==> src/sv/lc3b_pkg.sv <==
// ----------------------------------------------------------------------------
// lc3b_pkg
// Shared types and constants for the LC-3b execute core.
// ----------------------------------------------------------------------------
package lc3b_pkg;

  localparam int REG_COUNT = 8;
  localparam int REG_AW    = 3;
  localparam int XLEN      = 16;

  localparam logic [3:0] OP_BR  = 4'h0;
  localparam logic [3:0] OP_ADD = 4'h1;
  localparam logic [3:0] OP_AND = 4'h5;
  localparam logic [3:0] OP_XOR = 4'h9;
  localparam logic [3:0] OP_SHF = 4'hD;

  localparam logic [1:0] SHF_LSHF  = 2'b00;
  localparam logic [1:0] SHF_RSHFL = 2'b01;

  // condition codes: bit 2 N, bit 1 Z, bit 0 P
  localparam logic [2:0] CC_RESET = 3'b010;
  localparam logic [2:0] CC_N     = 3'b100;
  localparam logic [2:0] CC_Z     = 3'b010;
  localparam logic [2:0] CC_P     = 3'b001;

  typedef struct packed {
    logic [XLEN-1:0]   next_pc;
    logic              we;
    logic [REG_AW-1:0] dr;
    logic [XLEN-1:0]   value;
    logic [2:0]        cc;
  } exec_res_t;

endpackage

==> src/sv/lc3b_ram.sv <==
// ----------------------------------------------------------------------------
// lc3b_ram
// Generic single-write, single-read RAM with registered read data.
// ----------------------------------------------------------------------------
module lc3b_ram #(
  parameter int WIDTH = 16,
  parameter int DEPTH = 8
) (
  input  logic                     clk,
  input  logic                     wr_en,
  input  logic [$clog2(DEPTH)-1:0] wr_addr,
  input  logic [WIDTH-1:0]         wr_data,
  input  logic                     rd_en,
  input  logic [$clog2(DEPTH)-1:0] rd_addr,
  output logic [WIDTH-1:0]         rd_data
);

  logic [WIDTH-1:0] mem [DEPTH];
  logic [WIDTH-1:0] rd_data_r;

  always_ff @(posedge clk) begin
    if (wr_en) begin
      mem[wr_addr] <= wr_data;
    end
    if (rd_en) begin
      rd_data_r <= mem[rd_addr];
    end
  end

  assign rd_data = rd_data_r;

endmodule

==> src/sv/lc3b_exec.sv <==
// ----------------------------------------------------------------------------
// lc3b_exec
// ALU, shifter and branch unit: computes next pc, register write and codes.
// ----------------------------------------------------------------------------
module lc3b_exec (
  input  logic [15:0]         instr,
  input  logic [15:0]         pc_cur,
  input  logic [2:0]          cc_cur,
  input  logic [15:0]         src_a,
  input  logic [15:0]         src_b_reg,
  output lc3b_pkg::exec_res_t res
);

  logic [3:0]  opcode;
  logic [15:0] src_b;
  logic [15:0] pc_inc;
  logic [15:0] br_off;
  logic [15:0] alu_out;
  logic        alu_we;
  logic        br_taken;
  logic [1:0]  shf_sel;
  logic [3:0]  shf_amt;

  assign opcode  = instr[15:12];
  assign shf_sel = instr[5:4];
  assign shf_amt = instr[3:0];
  assign src_b   = instr[5] ? {{11{instr[4]}}, instr[4:0]} : src_b_reg;
  assign pc_inc  = pc_cur + 16'd2;
  // 9-bit word offset scaled to bytes
  assign br_off  = {{6{instr[8]}}, instr[8:0], 1'b0};
  assign br_taken = (opcode == lc3b_pkg::OP_BR) && ((instr[11:9] & cc_cur) != 3'b000);

  always_comb begin
    alu_out = 16'd0;
    alu_we  = 1'b0;
    unique case (opcode)
      lc3b_pkg::OP_ADD: begin
        alu_out = src_a + src_b;
        alu_we  = 1'b1;
      end
      lc3b_pkg::OP_AND: begin
        alu_out = src_a & src_b;
        alu_we  = 1'b1;
      end
      lc3b_pkg::OP_XOR: begin
        alu_out = src_a ^ src_b;
        alu_we  = 1'b1;
      end
      lc3b_pkg::OP_SHF: begin
        alu_we = 1'b1;
        unique case (shf_sel)
          lc3b_pkg::SHF_LSHF:  alu_out = src_a << shf_amt;
          lc3b_pkg::SHF_RSHFL: alu_out = src_a >> shf_amt;
          default:             alu_out = 16'($signed(src_a) >>> shf_amt);
        endcase
      end
      default: begin
        alu_out = 16'd0;
        alu_we  = 1'b0;
      end
    endcase
  end

  always_comb begin
    res.next_pc = 16'd0;
    res.we      = 1'b0;
    res.dr      = '0;
    res.value   = 16'd0;
    res.cc      = cc_cur;
    // a zero pc means the machine is halted: the word is ignored
    if (pc_cur != 16'd0) begin
      res.next_pc = br_taken ? (pc_inc + br_off) : pc_inc;
      if (alu_we) begin
        res.we    = 1'b1;
        res.dr    = instr[11:9];
        res.value = alu_out;
        priority if (alu_out == 16'd0) begin
          res.cc = lc3b_pkg::CC_Z;
        end else if (alu_out[15]) begin
          res.cc = lc3b_pkg::CC_N;
        end else begin
          res.cc = lc3b_pkg::CC_P;
        end
      end
    end
  end

endmodule

==> src/sv/lc3b_alu_branch_core_unit.sv <==
// ----------------------------------------------------------------------------
// lc3b_alu_branch_core_unit
// LC-3b execute core: register file in RAM, ALU, shifter, branch and pc.
// ----------------------------------------------------------------------------
// One instruction beat is taken every clock unless the output stalls. The
// source registers are read from two synchronous register-file RAM copies in
// the accept cycle; the instruction executes from the stage-1 register once
// the output register is free, writing the RAM and the pc/condition codes;
// the last write is forwarded so back-to-back dependent instructions see
// fresh data. Unwritten registers read as zero through per-register valid
// bits cleared by reset. start_address is sampled at the first instruction
// after reset; a pc of zero means halted and further words are ignored.
module lc3b_alu_branch_core_unit (
  input  logic        clk,
  input  logic        rst_n,
  input  logic        cfg_we,
  input  logic [15:0] cfg_wdata,
  input  logic        in_valid,
  output logic        in_ready,
  input  logic [15:0] in_instruction,
  output logic        out_valid,
  input  logic        out_ready,
  output logic [15:0] out_next_pc,
  output logic        out_write_enable,
  output logic [2:0]  out_dest_index,
  output logic [15:0] out_write_value,
  output logic        out_flag_negative,
  output logic        out_flag_zero,
  output logic        out_flag_positive,
  output logic        out_halted
);

  localparam int RC = lc3b_pkg::REG_COUNT;
  localparam int AW = lc3b_pkg::REG_AW;

  logic [15:0]         start_r;
  logic [15:0]         pc_r;
  logic [2:0]          cc_r;
  logic                started_r;
  logic [RC-1:0]       rf_valid_r;

  logic                s1_valid_r;
  logic [15:0]         s1_instr_r;

  logic                lw_valid_r;
  logic [AW-1:0]       lw_addr_r;
  logic [15:0]         lw_data_r;

  logic                out_valid_r;
  logic [15:0]         out_next_pc_r;
  logic                out_we_r;
  logic [AW-1:0]       out_dr_r;
  logic [15:0]         out_value_r;
  logic [2:0]          out_cc_r;

  logic                in_accept;
  logic                advance;
  logic [15:0]         rd_a;
  logic [15:0]         rd_b;
  logic [AW-1:0]       s1_sr1;
  logic [AW-1:0]       s1_sr2;
  logic [15:0]         src_a;
  logic [15:0]         src_b;
  logic [15:0]         pc_cur;
  lc3b_pkg::exec_res_t res;

  assign advance   = s1_valid_r && (!out_valid_r || out_ready);
  assign in_ready  = !s1_valid_r || advance;
  assign in_accept = in_valid && in_ready;

  lc3b_ram #(.WIDTH(16), .DEPTH(RC)) u_rf_a (
    .clk     (clk),
    .wr_en   (advance && res.we),
    .wr_addr (res.dr),
    .wr_data (res.value),
    .rd_en   (in_accept),
    .rd_addr (in_instruction[8:6]),
    .rd_data (rd_a)
  );

  lc3b_ram #(.WIDTH(16), .DEPTH(RC)) u_rf_b (
    .clk     (clk),
    .wr_en   (advance && res.we),
    .wr_addr (res.dr),
    .wr_data (res.value),
    .rd_en   (in_accept),
    .rd_addr (in_instruction[2:0]),
    .rd_data (rd_b)
  );

  assign s1_sr1 = s1_instr_r[8:6];
  assign s1_sr2 = s1_instr_r[2:0];

  // forward the write made at the same edge as the read
  always_comb begin
    priority if (lw_valid_r && (lw_addr_r == s1_sr1)) begin
      src_a = lw_data_r;
    end else if (rf_valid_r[s1_sr1]) begin
      src_a = rd_a;
    end else begin
      src_a = 16'd0;
    end
    priority if (lw_valid_r && (lw_addr_r == s1_sr2)) begin
      src_b = lw_data_r;
    end else if (rf_valid_r[s1_sr2]) begin
      src_b = rd_b;
    end else begin
      src_b = 16'd0;
    end
  end

  assign pc_cur = started_r ? pc_r : start_r;

  lc3b_exec u_exec (
    .instr     (s1_instr_r),
    .pc_cur    (pc_cur),
    .cc_cur    (cc_r),
    .src_a     (src_a),
    .src_b_reg (src_b),
    .res       (res)
  );

  always_ff @(posedge clk) begin
    if (!rst_n) begin
      start_r     <= 16'd0;
      pc_r        <= 16'd0;
      cc_r        <= lc3b_pkg::CC_RESET;
      started_r   <= 1'b0;
      rf_valid_r  <= '0;
      s1_valid_r  <= 1'b0;
      lw_valid_r  <= 1'b0;
      out_valid_r <= 1'b0;
    end else begin
      if (cfg_we) begin
        start_r <= cfg_wdata;
      end
      if (in_accept) begin
        s1_valid_r <= 1'b1;
      end else if (advance) begin
        s1_valid_r <= 1'b0;
      end
      if (advance) begin
        pc_r        <= res.next_pc;
        cc_r        <= res.cc;
        started_r   <= 1'b1;
        out_valid_r <= 1'b1;
        if (res.we) begin
          rf_valid_r[res.dr] <= 1'b1;
          lw_valid_r         <= 1'b1;
        end
      end else if (out_ready) begin
        out_valid_r <= 1'b0;
      end
    end
  end

  // payload registers
  always_ff @(posedge clk) begin
    if (in_accept) begin
      s1_instr_r <= in_instruction;
    end
    if (advance) begin
      out_next_pc_r <= res.next_pc;
      out_we_r      <= res.we;
      out_dr_r      <= res.dr;
      out_value_r   <= res.value;
      out_cc_r      <= res.cc;
      if (res.we) begin
        lw_addr_r <= res.dr;
        lw_data_r <= res.value;
      end
    end
  end

  assign out_valid         = out_valid_r;
  assign out_next_pc       = out_next_pc_r;
  assign out_write_enable  = out_we_r;
  assign out_dest_index    = out_dr_r;
  assign out_write_value   = out_value_r;
  assign out_flag_negative = out_cc_r[2];
  assign out_flag_zero     = out_cc_r[1];
  assign out_flag_positive = out_cc_r[0];
  assign out_halted        = (out_next_pc_r == 16'd0);

endmodule

==> config.mk <==
export PLATFORM = sky130hd
export DESIGN_NAME = lc3b_alu_branch_core_unit
export DESIGN_NICKNAME = d
export VERILOG_FILES = /design/src/sv/lc3b_pkg.sv /design/src/sv/lc3b_ram.sv /design/src/sv/lc3b_exec.sv /design/src/sv/lc3b_alu_branch_core_unit.sv
export SDC_FILE = /design/constraint.sdc
export NUM_CORES = 1
export LEC_CHECK = 0
export ABC_AREA = 1
export BUFFER_PORTS_ARGS = -buffer_cell sky130_fd_sc_hd__buf_2
export CORE_MARGIN = 2
export CORE_UTILIZATION = 43
export CTS_CLUSTER_SIZE = 20
export DETAILED_ROUTE_END_ITERATION = 7
export GPL_TIMING_DRIVEN = 1
export PLACE_DENSITY = 0.57
export SLEW_MARGIN = 15
export SYNTH_ARGS = -nofsm -noshare
export SYNTH_HDL_FRONTEND = slang
export SYNTH_SLANG_ARGS = --single-unit
==> constraint.sdc <==
create_clock -name clk -period 9.25 [get_ports clk]
set_clock_uncertainty 0.1 [all_clocks]
set_input_delay 1.3875 -clock clk [delete_from_list [all_inputs] [get_ports clk]]
set_output_delay 1.3875 -clock clk [all_outputs]
set_load 0.005 [all_outputs]
# ---- Word-level counts from Yosys, hierarchy flattened
# Memory sizes are Yosys's and may differ from the RTL's. A register that Yosys moved wholly into a read port is not among the register bits.
# Index checks and enable logic that the tools add are counted.
dict set report op_classes {
  bitwise 4
  reduce_logical 21
  mux 26
  n_eq_ne 7
  n_shift 3
  magnitude_cmp 4
  addsub 3
}
# operator count
set ops {}
lappend ops {{16-bit two-way mux} 7}
lappend ops {{16-bit one-hot mux with 4 select lines} 1}
lappend ops {{39-bit two-way mux} 1}
lappend ops {{16-bit adder} 2}
lappend ops {{16-bit zero test} 2}
lappend ops {{16-bit one-hot mux with 2 select lines} 1}
lappend ops {{23-bit two-way mux} 1}
lappend ops {{16-bit by 2-bit adder with 16-bit output (second input constant)} 1}
lappend ops {{16-bit bitwise AND} 1}
lappend ops {{16-bit nonzero test} 1}
lappend ops {{16-bit by 4-bit left shift with 16-bit output} 1}
lappend ops {{16-bit by 4-bit >> shifter with 16-bit output} 1}
lappend ops {{16-bit by 4-bit >>> shifter with 16-bit output} 1}
lappend ops {{16-bit bitwise XOR} 1}
lappend ops {{3-bit by 4-bit < comparator with 1-bit output (second input constant)} 3}
lappend ops {{1-bit two-way mux} 10}
lappend ops {{4-bit == test (second input constant)} 2}
lappend ops {{8-bit bitwise OR} 1}
lappend ops {{1-bit logical AND} 7}
lappend ops {{1-bit binary-select mux with 3-bit select} 2}
lappend ops {{3-bit == test} 2}
lappend ops {{3-bit two-way mux} 2}
lappend ops {{4-bit by 1-bit == test with 1-bit output (second input constant)} 1}
lappend ops {{4-bit by 3-bit == test with 1-bit output (second input constant)} 1}
lappend ops {{other kinds (12)} 15}
dict set report totals {
  ram_bits 256
  ff_bits 121
  n_memories 2
  in_bits 37
  output_inout_bits 42
  word_cells 86
}
# name depth width read_ports rd_clocked_by_memory_dff wr line_no
set mem_list {}
lappend mem_list {u_rf_a.mem 8 16 1 1 1 lc3b_ram.sv:18} ;# logic [WIDTH-1:0] mem [DEPTH];
lappend mem_list {u_rf_b.mem 8 16 1 1 1 lc3b_ram.sv:18}

# ---- Logic depth before layout (Yosys ltp)
# Gate-level depths: netlist of run 1.
dict set report logic_depth {
  ltp_word 16
  depth_mapped 30
  depth_no_buf 29
}

# ---- Hierarchy
# From an unflattened synthesis of run 1, not the netlist that was laid out.
dict set report unflattened {
  cells_unflattened 2652
  hier_area_um2 21853.5
}
# mod seq_area_each_um2 cells_per_inst n_inst area_each_um2
set modules_own_cells {}
lappend modules_own_cells {lc3b_ram 4324.1 587 2 6149.6}
lappend modules_own_cells {lc3b_alu_branch_core_unit 3163.0 582 1 5066.1}
lappend modules_own_cells {lc3b_exec 0.0 896 1 4488.1}

# ---- Worst setup path after synthesis of run 1
# Ideal clock, no wire load.
dict set report synth_timing {
  kind {reg-to-reg}
  start {register s1_instr_r[0]}
  end {register out_cc_r[0], data pin}
  path_slack_ps 4926
  t_arrival_ps 3964
  setup_time_ps 260
  path_stages_with_launch 25
  synth_period_minus_slack_ps 4324
  required_time_ps 8890
  n_path_buf 3
  cell_sequence {edfxtp_1 clkbuf_1 buf_1 nand2_1 a221oi_1 nand2_1 clkbuf_1 nand3_1 a31oi_1 ha_1 fa_1 nand3_1 nand3_1 a21oi_1 nor2_1 nor2_1 nand2_1 a31o_2 o21bai_1 nor2_1 nand2_1 nor2_1 nand2_1 nand2_1 o21ai_0}
}
# item line_no
set synth_rtl {}
lappend synth_rtl {{start, declared} lc3b_alu_branch_core_unit.sv:43} ;# logic [15:0] s1_instr_r;
lappend synth_rtl {{start signal, assigned} lc3b_alu_branch_core_unit.sv:160} ;# s1_instr_r <= in_instruction;
lappend synth_rtl {{end signal, assigned} lc3b_alu_branch_core_unit.sv:167} ;# out_cc_r <= res.cc;
lappend synth_rtl {{end, declared} lc3b_alu_branch_core_unit.sv:54} ;# logic [2:0] out_cc_r;

==> impl_metrics.ini, run 1 <==
[placed_design]
gp_congestion = 0.982
postPlaceCellArea_sq_um = 16800
dp_hpwl_um = 35800
io_buffers = 78
place_inst = 2432

[final_layout]
area_growth_pct = 11.1
fin_nets = 2065
design_area_sq_um = 17700
instances_no_fill = 2485
n_fill_cell = 3542
drive_above_1_share_pct = 9.97

[power_and_ir_drop]
leakage_nw = 7.17
power_frac_seq_pct = 46.4
ir_drop_v = 0.000135
p_total_mw = 3.10
intPower_mw = 2.25
power_frac_comb_pct = 15.5
clockPowerShare_pct = 38.1
power_switching_share_pct = 27.4
power.density_nw_per_um2 = 175
p_sw_mw = 0.849

[floorplan]
rows = 70
core_region_area_sq_um = 36500
die-area_sq_um = 38600
dieHeight_um = 197
initial_utilization_pct = 43.6
chipWidth_um = 197
ios = 79

[worst_setup_path]
worstPathArrival_ns = 5.96
cp-end-kind = flop
r2r_start = s1_instr_r[1]
cp_max_fo = 32
crit_type = flop to flop
r2r-end = u_rf_a.mem[4][12]
start_kind = flop
worstPathRequired_ns = 9.36
rrSetupSlack_ns = 3.40
worst_r2r_path_depth = 19

[timing]
rsz0062_at_grt = no
fin_tns_setup_ns = 0
finalHoldViolCount = 0
slew_viol_final = 0
fmax_mhz = 171
post-route-min-period_ns = 5.85
setup_violations = 0
tightest_slew_ns = 1.24
fin_crit_sh_pct = 63.3
relSlewSlack_pct = 17.3

[synth]
syn_area_per_cell_sq_um = 8.16
netlist_area_sq_um = 15900
ys.flop_type = edfxtp_1
netlist_instances = 1953
synthTopCellsByArea = edfxtp_1 (44%), nand2_1 (8.4%), o21ai_0 (6.5%)
yosys_register_bits = 281
yosys_warnings = 0
synth_top_area_share_pct = 44.1
synth_nets = 2023
synth-seq-area-share_pct = 50.0
synth.most_common_cell = nand2_1
yosys-top-cells-count = nand2_1 (357), nor2_1 (235), edfxtp_1 (234), o21ai_0 (206), nand3_1 (188)
synth_cell_type_count = 52
yosysTopAreaCell = edfxtp_1
synth_edf_count = 234
synth_async_sr_flop_share_pct = 0

[drt]
routed-via-count = 13987
viasPerCell = 5.63
dr.pass1.iters = 5
drc_errors = 0
post_drt_wl_per_cell_um = 20.8
drtAntennaViolNets = 0
drt_iter0_drc = 1419
wirelength_um = 51600

[clock_network]
cts_buffers = 29
cts_tree = built
root_buffer = clkbuf_16
postCtsResizedCells = 0
post-cts-setup-buffers = 0
cts_hold_buf = 0
htree_levels = 1
cts_max_path_buffers = 3
clkTransAtPathRegs_ns = 0.06
clock-sinks = 281
clk_latency_ns = 0.56

[global_routing]
grt_max_degree = 66
grt_pass1_wl_um = 78900
grt_pass1_vias = 13271
grt_antenna_before_repair = 1
grt_use_total_pct = 26.7
grt-ovfl-total = 0

[run]
maxCapViolCount = 0

[status]
status = complete, no violations

[worst_hold_path]
holdPathEnd = cc_r[0]
hp-class = flop to flop
hold_path_startpoint = cc_r[0]
hold_depth = 2
stage by stage:
stage,setup slack [ns],utilization [%],hold WS (ns)
after floorplan,4.93,-,0.340
after CTS,3.47,48.5,0.372
after global placement,3.61,45.9,0.355
final,3.40,48.5,0.370
after global routing,3.06,48.5,0.392
after detailed placement,3.47,45.9,0.352
worst max path at each step:
stage | from | endpoint | slack [ns] | cells past startpoint
detailed placement | s1_instr_r[1] | out_cc_r[0] | 3.47 | 24
floorplan | s1_instr_r[0] | out_cc_r[0] | 4.93 | 24
CTS | s1_instr_r[1] | out_write_value[10] | 3.47 | 19
global placement | s1_instr_r[1] | out_cc_r[0] | 3.61 | 24
finish | s1_instr_r[1] | u_rf_a.mem[4][12] | 3.40 | 19
global route | s1_instr_r[1] | out_cc_r[0] | 3.06 | 24
layer usage:
layer  track usage [%]  wire length, um
met5                 0                0
met1              37.9            23600
met4              11.4             2080
met3              2.45             2880
met2              42.0            23000
power by group through the flow:
stage / combinational (mW) / sequential, mW / clock [mW]
finish: 0.482 / 1.44 / 1.18
global route: 0.540 / 1.44 / 1.25
CTS: 0.476 / 1.44 / 1.21
detailed placement: 0.473 / 1.47 / 0
global placement: 0.473 / 1.47 / 0
floorplan: 0.332 / 1.45 / 0
placed cells by master (no fill, tap or decap), types with 10 or more instances in the layout:
cell type / netlist / routed
buf_2: 5 / 78
o21ai_0: 206 / 206
buf_4: 2 / 26
inv_1: 179 / 178
a21oi_1: 150 / 150
edfxtp_1: 234 / 234
a31oi_1: 52 / 52
inv_2: 16 / 18
nor2_2: 7 / 11
xor2_1: 12 / 12
o211ai_1: 37 / 37
nand2_1: 357 / 357
or2_2: 10 / 10
dfxtp_1: 47 / 47
nand3_1: 188 / 188
ha_1: 31 / 31
or2_1: 11 / 11
nor3_1: 12 / 12
clkbuf_16: 0 / 29
nor2_1: 235 / 231
kinds of logic (layout without fill, tap and decap cells):
group | after synthesis | count (layout) | synth area share, %
mux | 2 | 2 | 0.126
simple gates | 847 | 847 | 22.6
flops | 281 | 281 | 50.0
buf+inv | 292 | 355 | 7.01
other cells | 0 | 1 | 0
fa+ha+maj | 33 | 33 | 2.68
compound gates | 482 | 482 | 16.7
xor+xnor | 16 | 16 | 0.879
critical path: stages, from the launching register on:
cell	delay, ns
edfxtp_1	0.36
buf_4	0.25
inv_1	0.79
nor2_1	0.27
o21ai_0	0.15
a21oi_1	0.05
or3_1	0.61
nand3_1	0.19
a31oi_1	0.12
ha_1	0.30
fa_1	0.46
nand3_1	0.09
nand3_1	0.16
nand3_1	0.14
o2111ai_1	0.18
nand2_1	0.10
nand2_1	0.05
o221ai_1	0.17
inv_1	0.11
a21oi_1	0.83
layout make-up:
cell class	count	area [sq um]	area share (%)
Sequential cell	281	7970	45.0
Inverter	199	747	4.22
Clock inverter	19	206	1.17
Antenna cell	1	2.50	0.0141
Tap cell	468	586	3.31
Multi-Input combinational cell	1380	6870	38.8
Clock buffer	33	751	4.24
Timing Repair Buffer	104	586	3.31
sequential cells by signal, indices dropped and copies added, names as in the netlist, 3 cells and up:
signal           cells
pc_r                16
u_rf_b.mem         112
lw_data_r           16
u_rf_a.mem          16
out_dest_index       3
u_rf_a.rd_data      16
start_r             16
out_write_value     16
out_next_pc         16
out_cc_r             3
cc_r                 3
s1_instr_r          16
lw_addr_r            3
rf_valid_r           8
u_rf_b.rd_data      16
No activity file was read; power rests on OpenSTA's default activity.
==> inputs of run 2 (changes only) <==
--- a/config.mk
+++ b/config.mk
@@ -12,7 +12,7 @@
 export CTS_CLUSTER_SIZE = 20
 export DETAILED_ROUTE_END_ITERATION = 7
 export GPL_TIMING_DRIVEN = 1
-export PLACE_DENSITY = 0.57
+export PLACE_DENSITY = 0.6
 export SLEW_MARGIN = 15
 export SYNTH_ARGS = -nofsm -noshare
 export SYNTH_HDL_FRONTEND = slang
==> constraint.sdc (replaced) <==
create_clock -name clk -period 4.9 [get_ports clk]
set_clock_uncertainty 0.1 [all_clocks]
set_input_delay 0.735 -clock clk [delete_from_list [all_inputs] [get_ports clk]]
set_output_delay 0.735 -clock clk [all_outputs]
set_load 0.005 [all_outputs]
==> run 2 against run 1 <==
Effect of this change:
- register-to-register slack lost 2.9 ns
- via count grew 2.3%
- final cell count grew 1.4%
- utilization grew 0.83 points
- die area is the same
- clock power grew 96%
- critical path depth shrank 2
- first-iteration DRC count shrank 1.6%
- sequential power grew 88%
- sequential share of layout area shrank 0.76 points
==> impl_metrics.ini, run 2 (synthesis gave the netlist of run 1 again) <==
[status]
status = complete, no violations

[clock_network]
clkTransAtPathRegs_ns = 0.06
cts_hold_buf = 0
cts_tree = built
cts_buffers = 30
root_buffer = clkbuf_16
clock-sinks = 281
cts_max_path_buffers = 3
htree_levels = 1
clk_latency_ns = 0.58

[global_routing]
grt_pass1_wl_um = 77200
grt_pass1_vias = 13440
grt_antenna_before_repair = 2
grt_use_total_pct = 25.9
grt-ovfl-total = 0
grt_max_degree = 64

[placed_design]
gp_congestion = 0.999
dp_hpwl_um = 36000
io_buffers = 78
place_inst = 2460

[worst_setup_path]
worstPathArrival_ns = 4.60
critical-path-max-stage-delay_ns = 0.64
worst_path_max_delay_cell = nor2_1
cp-end-kind = flop
r2r-end = u_rf_b.mem[3][10]
crit_chain = buf_4, o21ai_0, a21oi_1, or3_4, nand3_1, a31oi_1, ha_1, fa_1, nand3_1, nand3_1, a21oi_1, nor2_1, o21ai_0, a31o_2, o21bai_1, inv_1, nor2_1
start_kind = flop
r2r_start = s1_instr_r[0]
worst_r2r_path_depth = 17
worstPathRequired_ns = 5.06
crit_path_frequent_cell = nand3_1
cp_max_fo = 16
crit_type = flop to flop
rrSetupSlack_ns = 0.46

[drt]
drt_iter0_drc = 1397
routed-via-count = 14315
drc_errors = 0
viasPerCell = 5.68
post_drt_wl_per_cell_um = 19.9
drtAntennaViolNets = 0
dr.pass1.iters = 6
wirelength_um = 50200

[final_layout]
final_common_cell = nand2_1
diodes = 0
n_fill_cell = 3527
multiInputGateArea_sq_um = 6870
fin_nets = 2098
regMostFlops = u_rf_b.mem
instances_no_fill = 2520
area_growth_pct = 13.0
largest_reg_flops = 112
utilization_pct = 49.3
drive_above_1_share_pct = 11.5
regArea_sq_um = 7970
layout.cells.most_common_list = nand2_1 (357), edfxtp_1 (234), nor2_1 (232)

[floorplan]
die-area_sq_um = 38600
dieHeight_um = 197
chipWidth_um = 197
rows = 70
ios = 79
core_region_area_sq_um = 36500
initial_utilization_pct = 43.6

[power_and_ir_drop]
power.density_nw_per_um2 = 330
power_frac_seq_pct = 45.5
clockPowerShare_pct = 38.8
power_frac_comb_pct = 15.6
leakage_nw = 7.35
power_switching_share_pct = 27.7
p_sw_mw = 1.64
ir_drop_v = 0.000257
intPower_mw = 4.30

[timing]
fin_crit_sh_pct = 90.7
finalHoldViolCount = 0
relSlewSlack_pct = 23.6
fmax_mhz = 225
slew_viol_final = 0
fin_hold_ws_ns = 0.240
post-route-min-period_ns = 4.44
fin_tns_setup_ns = 0
tightest_slew_ns = 1.15
setup_violations = 0
rsz0062_at_grt = no

[worst_hold_path]
holdPathEnd = s1_instr_r[13]
hold_path_startpoint = in_instruction[13]
hp-class = input pin to flop
hold_depth = 1

[run]
maxCapViolCount = 0
run 2: cell count changes in the layout (fill, tap and decap cells not counted), sizes merged:
cell | before | now
buf | 104 | 136
clkbuf | 33 | 35
clkinv | 13 | 15
diode | 1 | 0
run 2: what timing repair did:
action	CTS	global route
setup endpoints to repair	0	14
resized for setup	0	2
setup buffers	0	4
endpoints found under the hold margin	0	0
run 2: per-stage QoR:
stage | setup WS [ns] | area [sq um] | power (mW)
after floorplan | 0.576 | 15900 | 3.37
after global placement | 0.365 | 17000 | 3.66
after detailed placement | 0.312 | 17000 | 3.67
after CTS | 0.294 | 18000 | 5.97
after global routing | 0.0212 | 18000 | 6.18
final | 0.457 | 18000 | 5.95
run 2: worst max path at each step:
stage                             start                end  slack, ns  depth (start not counted)
after detailed placement  s1_instr_r[0]  u_rf_a.mem[4][10]       0.31                         17
after floorplan           s1_instr_r[0]        out_cc_r[0]       0.58                         24
after global placement    s1_instr_r[0]        out_cc_r[0]       0.37                         23
after global routing      s1_instr_r[0]        out_cc_r[0]       0.02                         26
after CTS                 s1_instr_r[0]  u_rf_b.mem[3][10]       0.29                         17
final                     s1_instr_r[0]  u_rf_b.mem[3][10]       0.46                         17
run 2: final cells by class:
type                       instances  share of cell area (%)
clock buffer                      35                    4.27
multi-input combinational       1380                    38.1
inverter                         199                    4.17
clock inverter                    21                    1.30
tap                              468                    3.25
sequential                       281                    44.2
timing repair buffer             136                    4.65
run 2: layer usage:
| layer | wire (um) | track usage (%) |
|---|---|---|
| met5 | 0 | 0 |
| met4 | 1670 | 9.43 |
| met3 | 3540 | 2.62 |
| met1 | 22400 | 37.2 |
| met2 | 22600 | 40.6 |
run 2: critical path: cells and delay by family (launching register included):
family	cells	cell delay, ns
buf+inv	2	0.27
flops	1	0.49
simple gates	6	1.53
fa+ha+maj	2	0.70
compound gates	7	1.04
run 2: power groups by stage:
stage / sequential [mW] / combinational, mW / clock [mW]
5_1_grt: 2.71 / 1.04 / 2.43
2_1_floorplan: 2.75 / 0.626 / 0
6_report: 2.71 / 0.930 / 2.31
4_1_cts: 2.71 / 0.914 / 2.35
3_3_place_gp: 2.76 / 0.903 / 0
3_5_place_dp: 2.76 / 0.909 / 0
==> inputs of run 3 (changes only) <==
--- a/config.mk
+++ b/config.mk
@@ -7,12 +7,14 @@
 export LEC_CHECK = 0
 export ABC_AREA = 1
 export BUFFER_PORTS_ARGS = -buffer_cell sky130_fd_sc_hd__buf_2
+export CELL_PAD_IN_SITES_DETAIL_PLACEMENT = 0
+export CELL_PAD_IN_SITES_GLOBAL_PLACEMENT = 1
 export CORE_MARGIN = 2
 export CORE_UTILIZATION = 43
 export CTS_CLUSTER_SIZE = 20
 export DETAILED_ROUTE_END_ITERATION = 7
 export GPL_TIMING_DRIVEN = 1
-export PLACE_DENSITY = 0.6
+export PLACE_DENSITY = 0.76
 export SLEW_MARGIN = 15
 export SYNTH_ARGS = -nofsm -noshare
 export SYNTH_HDL_FRONTEND = slang
==> run 3 against run 2 <==
Effect of this change:
- clock power is 4% lower
- fmax shrank 1.3%
- sequential share of layout area grew 0.080 points
- routed wire length up 3.7%
- via count fell by 0.54%
- critical path depth rose by 1
- critical endpoint is now u_rf_b.mem[5][10]
- largest cell class unchanged
==> impl_metrics.ini, run 3 (synthesis gave the netlist of run 1 again) <==
[status]
status = complete, no violations

[worst_setup_path]
worst_r2r_path_depth = 18
crit_path_frequent_cell = nand3_1
crit_path_start = s1_instr_r[0]
crit_chain = inv_1, nand2_1, a221oi_1, nand2_1, buf_4, nand3_1, a31oi_1, ha_1, fa_1, nand3_1, nand3_1, a21oi_1, nor2_1, o21ai_0, a31o_2, o21bai_1, inv_1, nor2_1
rrSetupSlack_ns = 0.40
start_kind = flop
cp_max_fo = 16
cp-end-kind = flop
r2r_start = s1_instr_r[0]
crit_buf_inv = 3
worstPathRequired_ns = 5.05
crit_path_end = u_rf_b.mem[5][10]
r2r-end = u_rf_b.mem[5][10]
worst_path_max_delay_cell = nor2_1
worst-path-stages = 18
crit_family = simple AND/OR/NAND/NOR gates
critical-path-max-stage-delay_ns = 0.64
crit_type = flop to flop
worstPathArrival_ns = 4.65

[floorplan]
rows = 70
chipWidth_um = 197
die-area_sq_um = 38600
ios = 79
initial_utilization_pct = 43.6
dieHeight_um = 197
core_region_area_sq_um = 36500

[clock_network]
clock-sinks = 281
clk_latency_ns = 0.57
cts_max_path_buffers = 3
cts_tree = built
htree_levels = 1
root_buffer = clkbuf_16
clkTransAtPathRegs_ns = 0.06
post-cts-setup-buffers = 0
cts_buffers = 27

[final_layout]
fin_nets = 2098
final_common_cell = nand2_1
utilization_pct = 49.2
area_growth_pct = 12.8
layout.cells.most_common_list = nand2_1 (357), nor2_1 (234), edfxtp_1 (234)
regMostFlops = u_rf_b.mem
largest_reg_flops = 112
instances_no_fill = 2518
drive_above_1_share_pct = 11.3
design_area_sq_um = 18000

[timing]
fin_hold_ws_ns = 0.263
rsz0062_at_grt = no
setup_violations = 0
fin_tns_setup_ns = 0
fmax_mhz = 222
post-route-min-period_ns = 4.50
worst_slack_ns = 0.397
finalHoldViolCount = 0
relSlewSlack_pct = 26.3
fin_crit_sh_pct = 91.9
slew_viol_final = 0
tightest_slew_ns = 1.11

[global_routing]
grt-ovfl-total = 0
grt_pass1_wl_um = 79100
grt_max_degree = 114
grt_pass1_vias = 13305
grt_use_total_pct = 26.7
grt_antenna_before_repair = 0

[drt]
dr.pass1.iters = 5
wirelength_um = 52100
drt_iter0_drc = 1595
routed-via-count = 14238
viasPerCell = 5.65
drtAntennaViolNets = 0
drc_errors = 0
post_drt_wl_per_cell_um = 20.7

[power_and_ir_drop]
p_total_mw = 5.88
ir_drop_v = 0.000290
leakage_nw = 7.33
power.density_nw_per_um2 = 327

[run]
maxCapViolCount = 0

[placed_design]
place_ws_ns = 0.305
postPlaceCellArea_sq_um = 17000
gp_congestion = 0.951
io_buffers = 78
dp_hpwl_um = 37800
place_inst = 2467

[worst_hold_path]
hold_path_startpoint = in_instruction[9]
hp-class = input pin to flop
## run 3: power breakdown
part / switching, mW / internal, mW / leakage [nW]
logic: 0.647 / 0.297 / 4.29
registers: 0.0446 / 2.67 / 2.58
clock network: 0.918 / 1.30 / 0.457
## run 3: how the worst min path moves through the flow
stage / end / cells past startpoint
after detailed placement: pc_r[10] / 2
final: s1_instr_r[9] / 1
after floorplan: rf_valid_r[1] / 2
after CTS: s1_instr_r[3] / 1
after global placement: pc_r[10] / 2
after global routing: s1_instr_r[3] / 1
## run 3: cell type report
| class | instances | area, sq um |
|---|---|---|
| Clock inverter | 18 | 246 |
| Clock buffer | 32 | 704 |
| Timing Repair Buffer | 139 | 861 |
| Antenna cell | 1 | 2.50 |
| Inverter | 199 | 751 |
| Multi-Input combinational cell | 1380 | 6860 |
| Sequential cell | 281 | 7970 |
| Fill cell | 3495 | 18500 |
| Tap cell | 468 | 586 |
## run 3: routing by layer
metal / GRT usage, % / up-vias / wire length [um]
li1: - / 6885 / -
met1: 38.9 / 6740 / 23900
met5: 0 / - / 0
met2: 42.8 / 552 / 23500
met4: 7.13 / 0 / 1310
met3: 2.41 / 61 / 3350
## run 3: worst reg2reg max path, delay by kind of cell (launching register included)
family | cells | cell delay, ns
AOI/OAI and AO/OA | 6 | 1.08
adders and majority gates | 2 | 0.72
buffers and inverters | 3 | 0.49
DFF | 1 | 0.52
and+or+nand+nor | 7 | 1.28
## run 3: repair_timing
action,in CTS,in global routing
hold buffers,0,0
resized for setup,0,2
setup endpoints to repair,0,33
